===== src/hdl/glp_pkg.sv =====
package glp_pkg;

    // line buffer length and number of fraction digits kept
    localparam int LINE_BUF    = 64;
    localparam int FRAC_DIGITS = 3;

    localparam int CNT_W  = $clog2(LINE_BUF);
    localparam int FCNT_W = 3;
    localparam int CODE_W = 14;
    localparam int MAG_W  = 32;
    localparam int VAL_W  = 32;

    localparam int TDATA_W = 104;

    localparam logic [CODE_W-1:0] CODE_MAX = 14'd16383;
    localparam logic [MAG_W-1:0]  MAG_MAX  = 32'h7fff_ffff;

    // code numbers that mean something
    localparam logic [CODE_W-1:0] G_MOVE  = 14'd1;
    localparam logic [CODE_W-1:0] G_HOME  = 14'd28;
    localparam logic [CODE_W-1:0] M_RESET = 14'd999;

    // command types
    localparam logic [1:0] CMD_NONE  = 2'd0;
    localparam logic [1:0] CMD_MOVE  = 2'd1;
    localparam logic [1:0] CMD_HOME  = 2'd2;
    localparam logic [1:0] CMD_RESET = 2'd3;

    // axis selects
    localparam logic [1:0] AXIS_X = 2'd0;
    localparam logic [1:0] AXIS_Y = 2'd1;
    localparam logic [1:0] AXIS_F = 2'd2;

    // characters
    localparam logic [7:0] CH_NUL   = 8'd0;
    localparam logic [7:0] CH_LF    = 8'd10;
    localparam logic [7:0] CH_CR    = 8'd13;
    localparam logic [7:0] CH_MINUS = 8'h2d;
    localparam logic [7:0] CH_DOT   = 8'h2e;
    localparam logic [7:0] CH_ZERO  = 8'h30;
    localparam logic [7:0] CH_NINE  = 8'h39;
    localparam logic [7:0] CH_F     = 8'h46;
    localparam logic [7:0] CH_G     = 8'h47;
    localparam logic [7:0] CH_M     = 8'h4d;
    localparam logic [7:0] CH_X     = 8'h58;
    localparam logic [7:0] CH_Y     = 8'h59;

    // scan state
    typedef enum logic [6:0] {
        MODE_BETWEEN   = 7'b0000001,
        MODE_CODE_G    = 7'b0000010,
        MODE_CODE_M    = 7'b0000100,
        MODE_NUM_START = 7'b0001000,
        MODE_NUM_INT   = 7'b0010000,
        MODE_NUM_FRAC  = 7'b0100000,
        MODE_STOPPED   = 7'b1000000
    } mode_t;

    // one command, laid out as on the output bus, lowest field last
    typedef struct packed {
        logic [2:0]       pad;
        logic [VAL_W-1:0] feed_value;
        logic             f_valid;
        logic [VAL_W-1:0] y_value;
        logic             y_valid;
        logic [VAL_W-1:0] x_value;
        logic             x_valid;
        logic [1:0]       cmd_type;
    } cmd_t;

    typedef logic [7:0][MAG_W-1:0] scale_tab_t;

    function automatic logic [MAG_W-1:0] pow10(int n);
        logic [MAG_W-1:0] p;
        p = 1;
        for (int k = 0; k < n; k++)
        begin
            p = MAG_W'(p * 10);
        end
        return p;
    endfunction

    // weight of each fraction digit, zero past the kept digits
    function automatic scale_tab_t make_frac_tab();
        scale_tab_t t;
        for (int k = 0; k < 8; k++)
        begin
            t[k] = (k < FRAC_DIGITS) ? pow10(FRAC_DIGITS - 1 - k) : '0;
        end
        return t;
    endfunction

    localparam logic [MAG_W-1:0] INT_SCALE  = pow10(FRAC_DIGITS);
    localparam scale_tab_t       FRAC_SCALE = make_frac_tab();

endpackage


===== src/hdl/gcode_line_parser.sv =====
// G-code line parser. One received character enters per beat on the s_ side, and a new
// beat can be taken in every clock cycle while s_tready is high: each character updates
// the running parse state in the same cycle it is accepted. When a CR or LF closes a
// non-empty line, the decoded command (G1, G28, M999 or none, with X, Y and F in fixed
// point thousandths) is registered into the result register that drives the m_ side, or
// into the skid entry while that register is stalled. s_tready drops only while both
// are full, so a stalled consumer holds back input after at most one further command.
// G1 lines fill missing X and Y from the previous command, every line fills a missing F.
// Past LINE_BUF-1 characters, what a line has parsed so far is dropped without a result.
module gcode_line_parser (
    input  logic                         clk,
    input  logic                         rst_n,
    input  logic                         s_tvalid,
    output logic                         s_tready,
    input  logic [7:0]                   s_tdata,   // rx_byte[7:0]
    output logic                         m_tvalid,
    input  logic                         m_tready,
    // cmd_type[1:0], x_valid[2], x_value[34:3], y_valid[35], y_value[67:36],
    // f_valid[68], feed_value[100:69], zero pad[103:101]
    output logic [glp_pkg::TDATA_W-1:0] m_tdata
);
    import glp_pkg::*;

    // parse state
    mode_t              mode_reg, mode_next;
    logic [CNT_W-1:0]   count_reg, count_next;
    logic [CODE_W-1:0]  code_reg, code_next;
    logic [MAG_W-1:0]   mag_reg, mag_next;
    logic [FCNT_W-1:0]  fcnt_reg, fcnt_next;
    logic               neg_reg, neg_next;
    logic [1:0]         axis_reg, axis_next;
    logic [1:0]         type_reg, type_next;
    logic               lx_v_reg, lx_v_next, ly_v_reg, ly_v_next, lf_v_reg, lf_v_next;
    logic [VAL_W-1:0]   lx_reg, lx_next, ly_reg, ly_next, lf_reg, lf_next;
    logic               px_v_reg, px_v_next, py_v_reg, py_v_next, pf_v_reg, pf_v_next;
    logic [VAL_W-1:0]   px_reg, px_next, py_reg, py_next, pf_reg, pf_next;

    // output stage
    cmd_t out_reg, out_next, skid_reg, skid_next;
    logic out_valid_reg, out_valid_next, skid_valid_reg, skid_valid_next;

    // pending item completed
    mode_t             fin_mode;
    logic [1:0]        fin_type;
    logic              fin_x_v, fin_y_v, fin_f_v;
    logic [VAL_W-1:0]  fin_x, fin_y, fin_f, num_val;

    logic              accept, is_digit, take_fin;
    logic [7:0]        c;
    logic [3:0]        digit;
    logic [17:0]       code_sum;
    logic [MAG_W+3:0]  int_sum, frac_sum;
    cmd_t              res;
    logic              res_valid;
    logic              cx_v, cy_v, cf_v;
    logic [VAL_W-1:0]  cx, cy, cf;

    assign accept   = s_tvalid && s_tready;
    assign s_tready = !skid_valid_reg;
    assign m_tvalid = out_valid_reg;
    assign m_tdata  = out_reg;
    assign c        = s_tdata;

    // completion of the pending code or number
    always_comb
    begin
        fin_mode = mode_reg;
        fin_type = type_reg;
        fin_x_v  = lx_v_reg;
        fin_x    = lx_reg;
        fin_y_v  = ly_v_reg;
        fin_y    = ly_reg;
        fin_f_v  = lf_v_reg;
        fin_f    = lf_reg;
        num_val  = neg_reg ? VAL_W'(-mag_reg) : mag_reg;
        case (mode_reg)
            MODE_CODE_G:
            begin
                if (code_reg == G_MOVE)
                begin
                    fin_type = CMD_MOVE;
                    fin_mode = MODE_BETWEEN;
                end
                else if (code_reg == G_HOME)
                begin
                    fin_type = CMD_HOME;
                    fin_mode = MODE_BETWEEN;
                end
                else
                begin
                    fin_mode = MODE_STOPPED;
                end
            end
            MODE_CODE_M:
            begin
                if (code_reg == M_RESET)
                begin
                    fin_type = CMD_RESET;
                end
                fin_mode = MODE_BETWEEN;
            end
            MODE_NUM_START, MODE_NUM_INT, MODE_NUM_FRAC:
            begin
                case (axis_reg)
                    AXIS_X:
                    begin
                        fin_x_v = 1'b1;
                        fin_x   = num_val;
                    end
                    AXIS_Y:
                    begin
                        fin_y_v = 1'b1;
                        fin_y   = num_val;
                    end
                    default:
                    begin
                        fin_f_v = 1'b1;
                        fin_f   = num_val;
                    end
                endcase
                fin_mode = MODE_BETWEEN;
            end
            default:
            begin
            end
        endcase
    end

    // digit arithmetic with saturation
    always_comb
    begin
        is_digit = c inside {[CH_ZERO:CH_NINE]};
        digit    = is_digit ? 4'(c - CH_ZERO) : 4'd0;
        code_sum = 18'(code_reg) * 18'd10 + 18'(digit);
        int_sum  = (MAG_W+4)'(mag_reg) * (MAG_W+4)'(10)
                 + (MAG_W+4)'(digit) * (MAG_W+4)'(INT_SCALE);
        frac_sum = (MAG_W+4)'(mag_reg)
                 + (MAG_W+4)'(digit) * (MAG_W+4)'(FRAC_SCALE[fcnt_reg]);
    end

    // command at line end, with fills from the previous command
    always_comb
    begin
        cx_v = fin_x_v;
        cx   = fin_x;
        cy_v = fin_y_v;
        cy   = fin_y;
        cf_v = fin_f_v;
        cf   = fin_f;
        if (fin_type == CMD_MOVE && !fin_x_v)
        begin
            cx_v = px_v_reg;
            cx   = px_reg;
        end
        if (fin_type == CMD_MOVE && !fin_y_v)
        begin
            cy_v = py_v_reg;
            cy   = py_reg;
        end
        if (!fin_f_v)
        begin
            cf_v = pf_v_reg;
            cf   = pf_reg;
        end
        res            = '0;
        res.cmd_type   = fin_type;
        res.x_valid    = cx_v;
        res.x_value    = cx_v ? cx : '0;
        res.y_valid    = cy_v;
        res.y_value    = cy_v ? cy : '0;
        res.f_valid    = cf_v;
        res.feed_value = cf_v ? cf : '0;
    end

    // per-character state update
    always_comb
    begin
        mode_next  = mode_reg;
        count_next = count_reg;
        code_next  = code_reg;
        mag_next   = mag_reg;
        fcnt_next  = fcnt_reg;
        neg_next   = neg_reg;
        axis_next  = axis_reg;
        type_next  = type_reg;
        lx_v_next  = lx_v_reg;
        lx_next    = lx_reg;
        ly_v_next  = ly_v_reg;
        ly_next    = ly_reg;
        lf_v_next  = lf_v_reg;
        lf_next    = lf_reg;
        px_v_next  = px_v_reg;
        px_next    = px_reg;
        py_v_next  = py_v_reg;
        py_next    = py_reg;
        pf_v_next  = pf_v_reg;
        pf_next    = pf_reg;
        res_valid  = 1'b0;
        take_fin   = 1'b0;

        if (accept)
        begin
            if (c == CH_LF || c == CH_CR)
            begin
                if (count_reg != '0)
                begin
                    res_valid = 1'b1;
                    px_v_next = res.x_valid;
                    px_next   = res.x_value;
                    py_v_next = res.y_valid;
                    py_next   = res.y_value;
                    pf_v_next = res.f_valid;
                    pf_next   = res.feed_value;
                    count_next = '0;
                    take_fin   = 1'b1;
                end
            end
            else if (count_reg < CNT_W'(LINE_BUF - 1))
            begin
                count_next = count_reg + CNT_W'(1);
                if (mode_reg != MODE_STOPPED)
                begin
                    if (c == CH_NUL)
                    begin
                        take_fin = 1'b1;
                    end
                    else
                    begin
                        case (mode_reg)
                            MODE_CODE_G, MODE_CODE_M:
                            begin
                                if (is_digit)
                                begin
                                    code_next = (code_sum > 18'(CODE_MAX)) ? CODE_MAX
                                              : CODE_W'(code_sum);
                                end
                                else
                                begin
                                    take_fin = 1'b1;
                                end
                            end
                            MODE_NUM_START, MODE_NUM_INT:
                            begin
                                if (mode_reg == MODE_NUM_START && c == CH_MINUS)
                                begin
                                    neg_next  = 1'b1;
                                    mode_next = MODE_NUM_INT;
                                end
                                else if (is_digit)
                                begin
                                    mag_next  = (int_sum > (MAG_W+4)'(MAG_MAX)) ? MAG_MAX
                                              : MAG_W'(int_sum);
                                    mode_next = MODE_NUM_INT;
                                end
                                else if (c == CH_DOT)
                                begin
                                    mode_next = MODE_NUM_FRAC;
                                end
                                else
                                begin
                                    take_fin = 1'b1;
                                end
                            end
                            MODE_NUM_FRAC:
                            begin
                                if (is_digit)
                                begin
                                    if (fcnt_reg < FCNT_W'(FRAC_DIGITS))
                                    begin
                                        mag_next  = (frac_sum > (MAG_W+4)'(MAG_MAX))
                                                  ? MAG_MAX : MAG_W'(frac_sum);
                                        fcnt_next = fcnt_reg + FCNT_W'(1);
                                    end
                                end
                                else
                                begin
                                    take_fin = 1'b1;
                                end
                            end
                            default:
                            begin
                                take_fin = 1'b1;
                            end
                        endcase
                    end
                end
            end
            else
            begin
                // line too long: drop it
                count_next = '0;
                mode_next  = MODE_BETWEEN;
                type_next  = CMD_NONE;
                code_next  = '0;
                mag_next   = '0;
                fcnt_next  = '0;
                neg_next   = 1'b0;
                axis_next  = AXIS_X;
                lx_v_next  = 1'b0;
                ly_v_next  = 1'b0;
                lf_v_next  = 1'b0;
            end

            // apply the completed item, then a new item letter
            if (take_fin)
            begin
                mode_next = fin_mode;
                type_next = fin_type;
                lx_v_next = fin_x_v;
                lx_next   = fin_x;
                ly_v_next = fin_y_v;
                ly_next   = fin_y;
                lf_v_next = fin_f_v;
                lf_next   = fin_f;
                if (c == CH_NUL)
                begin
                    mode_next = MODE_STOPPED;
                end
                else if (fin_mode == MODE_BETWEEN && !res_valid)
                begin
                    if (c == CH_G || c == CH_M)
                    begin
                        mode_next = (c == CH_G) ? MODE_CODE_G : MODE_CODE_M;
                        code_next = '0;
                    end
                    else if (c == CH_X || c == CH_Y || c == CH_F)
                    begin
                        mode_next = MODE_NUM_START;
                        mag_next  = '0;
                        fcnt_next = '0;
                        neg_next  = 1'b0;
                        axis_next = (c == CH_X) ? AXIS_X : (c == CH_Y) ? AXIS_Y : AXIS_F;
                    end
                end
            end

            // line end clears the line
            if (res_valid)
            begin
                mode_next = MODE_BETWEEN;
                type_next = CMD_NONE;
                code_next = '0;
                mag_next  = '0;
                fcnt_next = '0;
                neg_next  = 1'b0;
                axis_next = AXIS_X;
                lx_v_next = 1'b0;
                ly_v_next = 1'b0;
                lf_v_next = 1'b0;
            end
        end
    end

    // result register and skid entry
    always_comb
    begin
        out_next        = out_reg;
        out_valid_next  = out_valid_reg;
        skid_next       = skid_reg;
        skid_valid_next = skid_valid_reg;
        if (!out_valid_reg || m_tready)
        begin
            if (skid_valid_reg)
            begin
                out_next        = skid_reg;
                out_valid_next  = 1'b1;
                skid_valid_next = 1'b0;
            end
            else
            begin
                out_next       = res;
                out_valid_next = res_valid;
            end
        end
        else if (res_valid)
        begin
            skid_next       = res;
            skid_valid_next = 1'b1;
        end
    end

    // control registers
    always_ff @(posedge clk or negedge rst_n)
    begin
        if (!rst_n)
        begin
            mode_reg       <= MODE_BETWEEN;
            count_reg      <= '0;
            code_reg       <= '0;
            mag_reg        <= '0;
            fcnt_reg       <= '0;
            neg_reg        <= 1'b0;
            axis_reg       <= AXIS_X;
            type_reg       <= CMD_NONE;
            lx_v_reg       <= 1'b0;
            ly_v_reg       <= 1'b0;
            lf_v_reg       <= 1'b0;
            px_v_reg       <= 1'b0;
            py_v_reg       <= 1'b0;
            pf_v_reg       <= 1'b0;
            out_valid_reg  <= 1'b0;
            skid_valid_reg <= 1'b0;
        end
        else
        begin
            mode_reg       <= mode_next;
            count_reg      <= count_next;
            code_reg       <= code_next;
            mag_reg        <= mag_next;
            fcnt_reg       <= fcnt_next;
            neg_reg        <= neg_next;
            axis_reg       <= axis_next;
            type_reg       <= type_next;
            lx_v_reg       <= lx_v_next;
            ly_v_reg       <= ly_v_next;
            lf_v_reg       <= lf_v_next;
            px_v_reg       <= px_v_next;
            py_v_reg       <= py_v_next;
            pf_v_reg       <= pf_v_next;
            out_valid_reg  <= out_valid_next;
            skid_valid_reg <= skid_valid_next;
        end
    end

    // payload registers
    always_ff @(posedge clk)
    begin
        lx_reg   <= lx_next;
        ly_reg   <= ly_next;
        lf_reg   <= lf_next;
        px_reg   <= px_next;
        py_reg   <= py_next;
        pf_reg   <= pf_next;
        out_reg  <= out_next;
        skid_reg <= skid_next;
    end

endmodule


===== config.mk =====
export PLATFORM = sky130hd
export DESIGN_NAME = gcode_line_parser
export DESIGN_NICKNAME = d
export VERILOG_FILES = /design/src/hdl/glp_pkg.sv /design/src/hdl/gcode_line_parser.sv
export SDC_FILE = /design/constraint.sdc
export NUM_CORES = 1
export LEC_CHECK = 0
export BUFFER_PORTS_ARGS = -buffer_cell sky130_fd_sc_hd__buf_4
export CAP_MARGIN = 20
export CORE_UTILIZATION = 50
export CTS_CLUSTER_DIAMETER = 200
export CTS_CLUSTER_SIZE = 30
export DETAILED_ROUTE_END_ITERATION = 8
export HOLD_SLACK_MARGIN = 0.08
export PLACE_DENSITY = 0.67
export RECOVER_POWER = 100
export SETUP_SLACK_MARGIN = 0.1
export SLEW_MARGIN = 20
export SYNTH_ARGS = -nofsm -noshare
export SYNTH_HDL_FRONTEND = slang
export SYNTH_SLANG_ARGS = --single-unit

===== constraint.sdc =====
create_clock -name clk -period 14.9 [get_ports clk]
set_clock_uncertainty 0.1 [all_clocks]
set_input_delay 0.745 -clock clk [delete_from_list [all_inputs] [get_ports clk]]
set_output_delay 0.745 -clock clk [all_outputs]
set_load 0.01 [all_outputs]

==> results of run 1 <==
layout by cell type, fill, tap and decap left out, drive strengths merged, types with 19 or more instances in the layout:
cell type	n
edfxtp	394
nand2	259
o21ai	229
nor2	224
ha	145
clkbuf	144
a21oi	141
inv	106
o31ai	75
dfrtp	74
mux2i	69
mux2	65
nor3	60
xnor2	57
xor2	49
and2	43
nand3	38
a21o	30
buf	26
fa	25
nor2b	24
nand4	19
nand2b	19
or3	19
power groups by stage:
stage          clock [W]  sequential (W)  combinational [W]
2_1_floorplan          0         0.00176           0.000473
3_5_place_dp           0         0.00175           0.000735
4_1_cts         0.000638         0.00173           0.000738
6_report        0.000623         0.00173           0.000702
5_1_grt         0.000674         0.00174           0.000780
3_3_place_gp           0         0.00175           0.000710
logic make-up (layout without fill, tap and decap cells):
group / after synthesis / in the layout / synth area share
compound gates: 631 / 631 / 0.148
xor+xnor: 106 / 106 / 0.0349
fa+ha+maj: 170 / 170 / 0.0857
buf+inv: 235 / 279 / 0.0343
flops: 469 / 469 / 0.508
mux: 134 / 134 / 0.0530
other cells: 1 / 11 / 0.000139
simple gates: 781 / 781 / 0.136
critical path, stage by stage, from the launching register on:
cell and delay (ps):
dfrtp_1 1190, clkinv_1 170, clkbuf_1 2000, nand2_1 1170
nor2_1 1030, clkbuf_1 2080, clkbuf_1 2120, o21ai_0 300
nand2b_1 170
cell type report:
cell class / count / area, sq um / area share
Clock buffer: 25 / 498 / 0.0174
Sequential cell: 469 / 13700 / 0.480
Multi-Input combinational cell: 1825 / 12400 / 0.434
Timing Repair Buffer: 146 / 649 / 0.0227
Antenna cell: 8 / 20.0 / 0.000701
Clock inverter: 1 / 16.3 / 0.000570
Inverter: 107 / 402 / 0.0141
Tap cell: 688 / 861 / 0.0302
metrics by stage:
step                power (W)  utilization
finish                0.00305        0.539
detailed placement    0.00249        0.539
CTS                   0.00310        0.549
floorplan             0.00223            -
global placement      0.00246        0.539
global route          0.00320        0.539
worst paths after layout:
path	start	endpoint	slack (ps)	depth (start not counted)
worst min-delay path	type_reg[1]$_DFFE_PN0P_	type_reg[1]$_DFFE_PN0P_	390	2
max in group asynchronous	rst_n	mag_reg[28]$_DFFE_PN0P_	9910	3
min in group asynchronous	rst_n	mag_reg[3]$_DFFE_PN0P_	450	2
worst min register to register	type_reg[1]$_DFFE_PN0P_	type_reg[1]$_DFFE_PN0P_	390	2
worst max register to register	skid_valid_reg$_DFFE_PN0P_	pf_v_reg$_DFFE_PN0P_	4440	8
worst max-delay path	skid_valid_reg$_DFFE_PN0P_	pf_v_reg$_DFFE_PN0P_	4440	8
metal layers:
metal | up-vias | GRT usage | wire (um) | part of all wire
li1 | 9315 | - | - | -
met1 | 9700 | 0.362 | 31800 | 0.45
met2 | 678 | 0.404 | 32000 | 0.46
met3 | 84 | 0.0317 | 4720 | 0.067
met4 | 0 | 0.0750 | 1670 | 0.024
met5 | - | 0 | 0 | 0
==> flow_metrics.env, run 1 <==
export IMPL_run_status="finished with violations"
export IMPL_violations="max-capacitance violations, max-slew violations"
export IMPL_stdcell_count=3269
export IMPL_postCtsResizedCells=0
export IMPL_net_switching_power_w=0.000923
export IMPL_start_kind="flop"
export IMPL_final_fill_count=4746
export IMPL_cts_buffers=19
export IMPL_synthTopCellsByArea="edfxtp_1, dfrtp_1, ha_1"
export IMPL_cts_tree="done"
export IMPL_synth_area_sq_um=27000
export IMPL_cts_sinks=469
export IMPL_synth_seq_cells=469
export IMPL_path_max_fanout=61
export IMPL_grt_use_total=0.253
export IMPL_setup_tns_ps=0
export IMPL_synth_edf_count=394
export IMPL_via_per_inst=6.05
export IMPL_firstDrtPassIters=6
export IMPL_p_int_w=0.00213
export IMPL_ys_seq_area_frac=0.508
export IMPL_clkSlewWorstSetupHoldPaths_ps=120
export IMPL_postCtsSetupBuffers=0
export IMPL_finalCriticalPeriod_ps=10460
export IMPL_fmaxAchievable_mhz=95.6
export IMPL_yosysUniqueCellTypes=93
export IMPL_critical_path_class="flop to flop"
export IMPL_dpl_hpwl_um=49100
export IMPL_postSynthCellCount=2527
export IMPL_cap_violations=16
export IMPL_die_width_um=234
export IMPL_yosys_warnings=0
export IMPL_grt_pass1_wl_um=108000
export IMPL_rsz0062_at_grt="false"
export IMPL_final_layout_size_suffix_gt1_frac=0.0614
export IMPL_hold_viol_final=0
export IMPL_worst_endpoint_required_ps=15290
export IMPL_postSynthAreaPerCell_sq_um=10.7
export IMPL_clk_latency_ps=570
export IMPL_htreeDepth=1
export IMPL_synth_top_area_frac=0.438
export IMPL_grt_ovfl_total=0
export IMPL_start_util=0.510
export IMPL_io_pins=118
export IMPL_fin_nets=2750
export IMPL_switching_share=0.302
export IMPL_placed_area_sq_um=28500
export IMPL_routedWlPerCell_um=21.5
export IMPL_core_sq_um=53000
export IMPL_final_max_slew_viol_count=834
export IMPL_place_congestion=0.912
export IMPL_place_ws_ps=6360
export IMPL_drc=0
export IMPL_comb_power_share=0.230
export IMPL_max_slew_margin=-1.81
export IMPL_area_delta_synth_final_pct=5.76
export IMPL_worst_ep_arrival_time_ps=10850
export IMPL_rows=84
export IMPL_whs_ps=389
export IMPL_crit_path_end_kind="flop"
export IMPL_async_flop_share=0.160
export IMPL_timing_final_crit_share=0.702
export IMPL_num_vias=19777
export IMPL_hold_buffers=1
export IMPL_drtIter0Drc=1693
export IMPL_ir_drop_mv=0.0729
export IMPL_grt_pass1_vias=18820
export IMPL_wl_um=70300
export IMPL_setup_viol=0
export IMPL_power_leakage_nw=11.8
export IMPL_grt_max_degree=72
export IMPL_pwr_share_seq=0.566
export IMPL_dominantRegCellSynth="edfxtp_1"
export IMPL_synthTopCellsByCount="edfxtp_1, nand2_1, nor2_1, o21ai_0, ha_1"
export IMPL_portBuffers=114
export IMPL_ctsRootBufferMaster="clkbuf_16"
export IMPL_power_per_cell_area_nw_per_um2=107
export IMPL_dieArea_sq_um=54900
export IMPL_clock_path_buffers=3
export IMPL_die_h_um=234
export IMPL_antenna_found_initial=2
export IMPL_yosysMostFrequentCell="edfxtp_1"
export IMPL_setup_ws_ps=4440
export IMPL_final_antenna_net_count=0
export IMPL_worst_slew_pin_slew_ps=4220
export IMPL_clkPwrFrac=0.204
export IMPL_dp_cells=3233
export IMPL_postLayoutCellArea_sq_um=28600
export IMPL_hold_path_class="flop to flop"
export IMPL_yosysTopAreaCell="edfxtp_1"
Note: power is estimated with default switching activity, not from simulation.
==> inputs of run 2 (changes only) <==
- clock period: 14.9 -> 9.98 ns (I/O delays scaled with it)
==> flow_metrics.env, run 2 (synthesized netlist as in run 1, its figures left out) <==
export IMPL_run_status="finished with violations"
export IMPL_violations="max-capacitance violations, max-slew violations"
export IMPL_rows=84
export IMPL_grt_ovfl_total=0
export IMPL_cts_sinks=469
export IMPL_holdPathEnd="mode_reg[1]$_DFFE_PN0P_"
export IMPL_via_per_inst=6.02
export IMPL_finalCriticalPeriod_ps=7800
export IMPL_reg2regPathDepth=6
export IMPL_clkSlewWorstSetupHoldPaths_ps=120
export IMPL_grt_pass1_wl_um=109000
export IMPL_fin_nets=2763
export IMPL_cts_buffers=19
export IMPL_die_width_um=234
export IMPL_cap_violations=15
export IMPL_r2r_slack_ps=2180
export IMPL_drc=0
export IMPL_worst_endpoint_required_ps=10050
export IMPL_num_vias=19706
export IMPL_hold_path_class="input port to flop"
export IMPL_grt_pass1_vias=18551
export IMPL_start_kind="flop"
export IMPL_power_leakage_nw=11.9
export IMPL_final_max_slew_viol_count=710
export IMPL_start_util=0.510
export IMPL_postCtsResizedCells=0
export IMPL_power_per_cell_area_nw_per_um2=159
export IMPL_hold_buffers=1
export IMPL_whs_path_depth=3
export IMPL_rsz0062_at_grt="false"
export IMPL_routedWlPerCell_um=21.7
export IMPL_place_congestion=0.917
export IMPL_clk_latency_ps=570
export IMPL_dpl_hpwl_um=50100
export IMPL_io_pins=118
export IMPL_ctsRootBufferMaster="clkbuf_16"
export IMPL_postLayoutCellArea_sq_um=28700
export IMPL_firstDrtPassIters=6
export IMPL_grt_use_total=0.258
export IMPL_drtIter0Drc=1821
export IMPL_min_from="s_tdata[1]"
export IMPL_fmaxAchievable_mhz=128
export IMPL_setup_tns_ps=0
export IMPL_core_sq_um=53000
export IMPL_max_slew_margin=-1.06
export IMPL_layout_commonest_cell="edfxtp_1"
export IMPL_grt_max_degree=69
export IMPL_worst_slew_pin_slew_ps=3080
export IMPL_postCtsSetupBuffers=0
export IMPL_final_antenna_net_count=0
export IMPL_path_max_fanout=68
export IMPL_timing_final_crit_share=0.782
export IMPL_final_cell_mix="edfxtp_1, nand2_1, o21ai_0"
export IMPL_clock_path_buffers=3
export IMPL_ir_drop_mv=0.105
export IMPL_hold_viol_final=0
export IMPL_rr_startpoint="skid_valid_reg$_DFFE_PN0P_"
export IMPL_dieArea_sq_um=54900
export IMPL_reg2reg_to="lx_reg[8]$_DFFE_PP_"
export IMPL_crit_path_end_kind="flop"
export IMPL_worst_ep_arrival_time_ps=7870
export IMPL_portBuffers=114
export IMPL_placed_area_sq_um=28700
export IMPL_antenna_found_initial=6
export IMPL_die_h_um=234
export IMPL_setup_viol=0
export IMPL_final_layout_size_suffix_gt1_frac=0.0673
export IMPL_area_delta_synth_final_pct=6.16
export IMPL_wl_um=71000
export IMPL_htreeDepth=1
export IMPL_cts_tree="done"
export IMPL_critical_path_class="flop to flop"
run 2: cell count changes in the layout (fill, tap and decap cells not counted), sizes merged:
| cell | delta |
|---|---|
| diode | -7 |
| buf | +16 |
| clkbuf | -3 |
run 2: through the flow:
step	util	cells	hold slack, ps	setup WS (ps)	total power, W
global route	0.541	3274	295	1680	0.00479
global placement	0.540	3245	352	2620	0.00367
floorplan	-	2529	103	404	0.00333
finish	0.541	3275	272	2180	0.00456
detailed placement	0.541	3247	377	2310	0.00372
CTS	0.551	3274	248	2890	0.00464
run 2: power by group:
group,internal (W),switching [W],total [W]
Sequential,0.00248,0.0000978,0.00258
Clock,0.000359,0.000584,0.000943
Combinational,0.000337,0.000703,0.00104
run 2: worst max path at each step:
stage / from / cells after the start / to
after floorplan: m_tready / 2 / skid_reg[0]$_DFFE_PP_
after global placement: s_tdata[7] / 25 / mag_reg[27]$_DFFE_PN0P_
after detailed placement: s_tdata[7] / 24 / mag_reg[27]$_DFFE_PN0P_
after CTS: s_tdata[7] / 24 / mag_reg[27]$_DFFE_PN0P_
after global routing: skid_valid_reg$_DFFE_PN0P_ / 6 / lx_reg[12]$_DFFE_PP_
final: skid_valid_reg$_DFFE_PN0P_ / 6 / lx_reg[8]$_DFFE_PP_
run 2: routing by layer:
layer / vias up / GRT usage / share of wire
met2: 594 / 0.402 / 0.45
met4: 4 / 0.0629 / 0.024
met3: 82 / 0.0210 / 0.056
met5: - / 0 / 0.00038
met1: 9677 / 0.390 / 0.47
li1: 9349 / - / -
run 2: layout make-up:
cell class / count / area [sq um]
repair buffers: 159 / 782
fillers: 4749 / 24300
flip-flops and latches: 469 / 13700
clock buffers: 25 / 498
diodes: 1 / 2.50
well taps: 688 / 861
multi-input cells: 1825 / 12400
clock inverters: 1 / 16.3
inverters: 107 / 402
run 2: worst max-delay path, stage by stage (launching register included):
cell	delay, ps
dfrtp_1	1220
clkinv_1	820
clkbuf_1	1450
nand2_1	1020
a21oi_1	1610
buf_16	260
buf_4	780
==> inputs of run 3 (changes only) <==
- clock period: 9.98 -> 7.5 ns (I/O delays scaled with it)
==> flow_metrics.env, run 3 (synthesized netlist as in run 1, its figures left out) <==
export IMPL_final_cell_mix="edfxtp_1, nand2_1, o21ai_0"
export IMPL_hold_path_class="input port to flop"
export IMPL_final_layout_size_suffix_gt1_frac=0.0707
export IMPL_power_per_cell_area_nw_per_um2=212
export IMPL_start_util=0.510
export IMPL_setup_viol=0
export IMPL_run_status="finished with violations"
export IMPL_whs_ps=138
export IMPL_drtIter0Drc=1881
export IMPL_fin_nets=2771
export IMPL_p_int_w=0.00424
export IMPL_grt_max_degree=68
export IMPL_postCtsResizedCells=0
export IMPL_min_from="s_tdata[1]"
export IMPL_ctsRootBufferMaster="clkbuf_16"
export IMPL_critical_path_class="flop to flop"
export IMPL_setup_tns_ps=0
export IMPL_place_congestion=0.942
export IMPL_cap_violations=14
export IMPL_power_leakage_nw=11.9
export IMPL_routedWlPerCell_um=21.5
export IMPL_grt_pass1_wl_um=110000
export IMPL_startpoint="skid_valid_reg$_DFFE_PN0P_"
export IMPL_switching_share=0.304
export IMPL_die_width_um=234
export IMPL_clkSlewWorstSetupHoldPaths_ps=130
export IMPL_portBuffers=114
export IMPL_worst_slew_pin_slew_ps=3250
export IMPL_via_per_inst=6.04
export IMPL_final_antenna_net_count=0
export IMPL_comb_power_share=0.226
export IMPL_crit_path_end_kind="flop"
export IMPL_worst_ep_arrival_time_ps=6950
export IMPL_dieArea_sq_um=54900
export IMPL_cts_buffers=19
export IMPL_grt_pass1_vias=18883
export IMPL_worst_endpoint_required_ps=7560
export IMPL_io_pins=118
export IMPL_cts_sinks=469
export IMPL_antenna_found_initial=1
export IMPL_clock_path_buffers=3
export IMPL_postCtsSetupBuffers=0
export IMPL_pwr_share_seq=0.564
export IMPL_grt_use_total=0.258
export IMPL_ir_drop_mv=0.173
export IMPL_htreeDepth=1
export IMPL_num_vias=19890
export IMPL_timing_final_crit_share=0.918
export IMPL_fmaxAchievable_mhz=145
export IMPL_max_slew_margin=-1.17
export IMPL_dpl_hpwl_um=50400
export IMPL_rr_startpoint="skid_valid_reg$_DFFE_PN0P_"
export IMPL_area_delta_synth_final_pct=6.52
export IMPL_finalCriticalPeriod_ps=6890
export IMPL_grt_ovfl_total=0
export IMPL_hold_viol_final=0
export IMPL_violations="max-capacitance violations, max-slew violations"
export IMPL_rows=84
export IMPL_wl_um=70900
export IMPL_hold_buffers=1
export IMPL_rsz0062_at_grt="false"
export IMPL_drc=0
export IMPL_net_switching_power_w=0.00186
export IMPL_cts_tree="done"
export IMPL_path_max_fanout=59
export IMPL_core_sq_um=53000
export IMPL_final_max_slew_viol_count=741
export IMPL_start_kind="flop"
export IMPL_die_h_um=234
export IMPL_layout_commonest_cell="edfxtp_1"
export IMPL_clk_latency_ps=560
export IMPL_firstDrtPassIters=7
export IMPL_clkPwrFrac=0.210
## run 3: cell count changes in the layout (fill, tap and decap cells not counted), sizes merged
cell	delta
diode	+1
clkbuf	+12
inv	+1
buf	+3
## run 3: layout make-up
| cell class | instances | area, sq um |
|---|---|---|
| Inverter | 107 | 402 |
| Clock buffer | 32 | 524 |
| Sequential cell | 469 | 13700 |
| Multi-Input combinational cell | 1825 | 12400 |
| Antenna cell | 2 | 5.00 |
| Clock inverter | 2 | 25.0 |
| Tap cell | 688 | 861 |
| Timing Repair Buffer | 167 | 823 |
| Fill cell | 4708 | 24200 |
## run 3: metal layers
metal  track usage  vias to the layer above  wire (um)
met4        0.0625                        0       1780
met1         0.380                     9740      32100
met2         0.412                      713      32400
met3        0.0227                       76       4640
li1              -                     9361          -
met5             0                        -          0
## run 3: worst paths after layout
kind	slack [ps]	cells after the start	to
worst max register to register	610	5	lx_reg[0]$_DFFE_PP_
worst max-delay path	610	5	lx_reg[0]$_DFFE_PP_
min in group asynchronous	980	2	code_reg[6]$_DFFE_PN0P_
max in group asynchronous	3330	3	mag_reg[29]$_DFFE_PN0P_
worst min-delay path	140	3	mode_reg[1]$_DFFE_PN0P_
worst min register to register	390	2	type_reg[1]$_DFFE_PN0P_
## run 3: worst max-delay path, stage by stage, from the launching register on
cell,delay [ps]
dfrtp_1,1200
clkinv_1,520
nand2_1,540
a21oi_1,960
clkbuf_1,1660
clkbuf_2,1410
## run 3: power groups by stage
stage	clock, W	combinational [W]	sequential, W
detailed placement	0	0.00145	0.00349
CTS	0.00131	0.00146	0.00344
global placement	0	0.00141	0.00349
floorplan	0	0.000940	0.00349
finish	0.00128	0.00138	0.00344
global route	0.00139	0.00154	0.00347
## run 3: through the flow
stage,power [W],cells,area [sq um],utilization,worst slack [ps]
2_1_floorplan,0.00443,2529,27000,-,253
3_3_place_gp,0.00490,3253,28700,0.541,507
3_5_place_dp,0.00495,3254,28700,0.542,350
4_1_cts,0.00620,3289,29200,0.552,910
5_1_grt,0.00640,3290,28800,0.543,197
6_report,0.00610,3292,28800,0.543,613
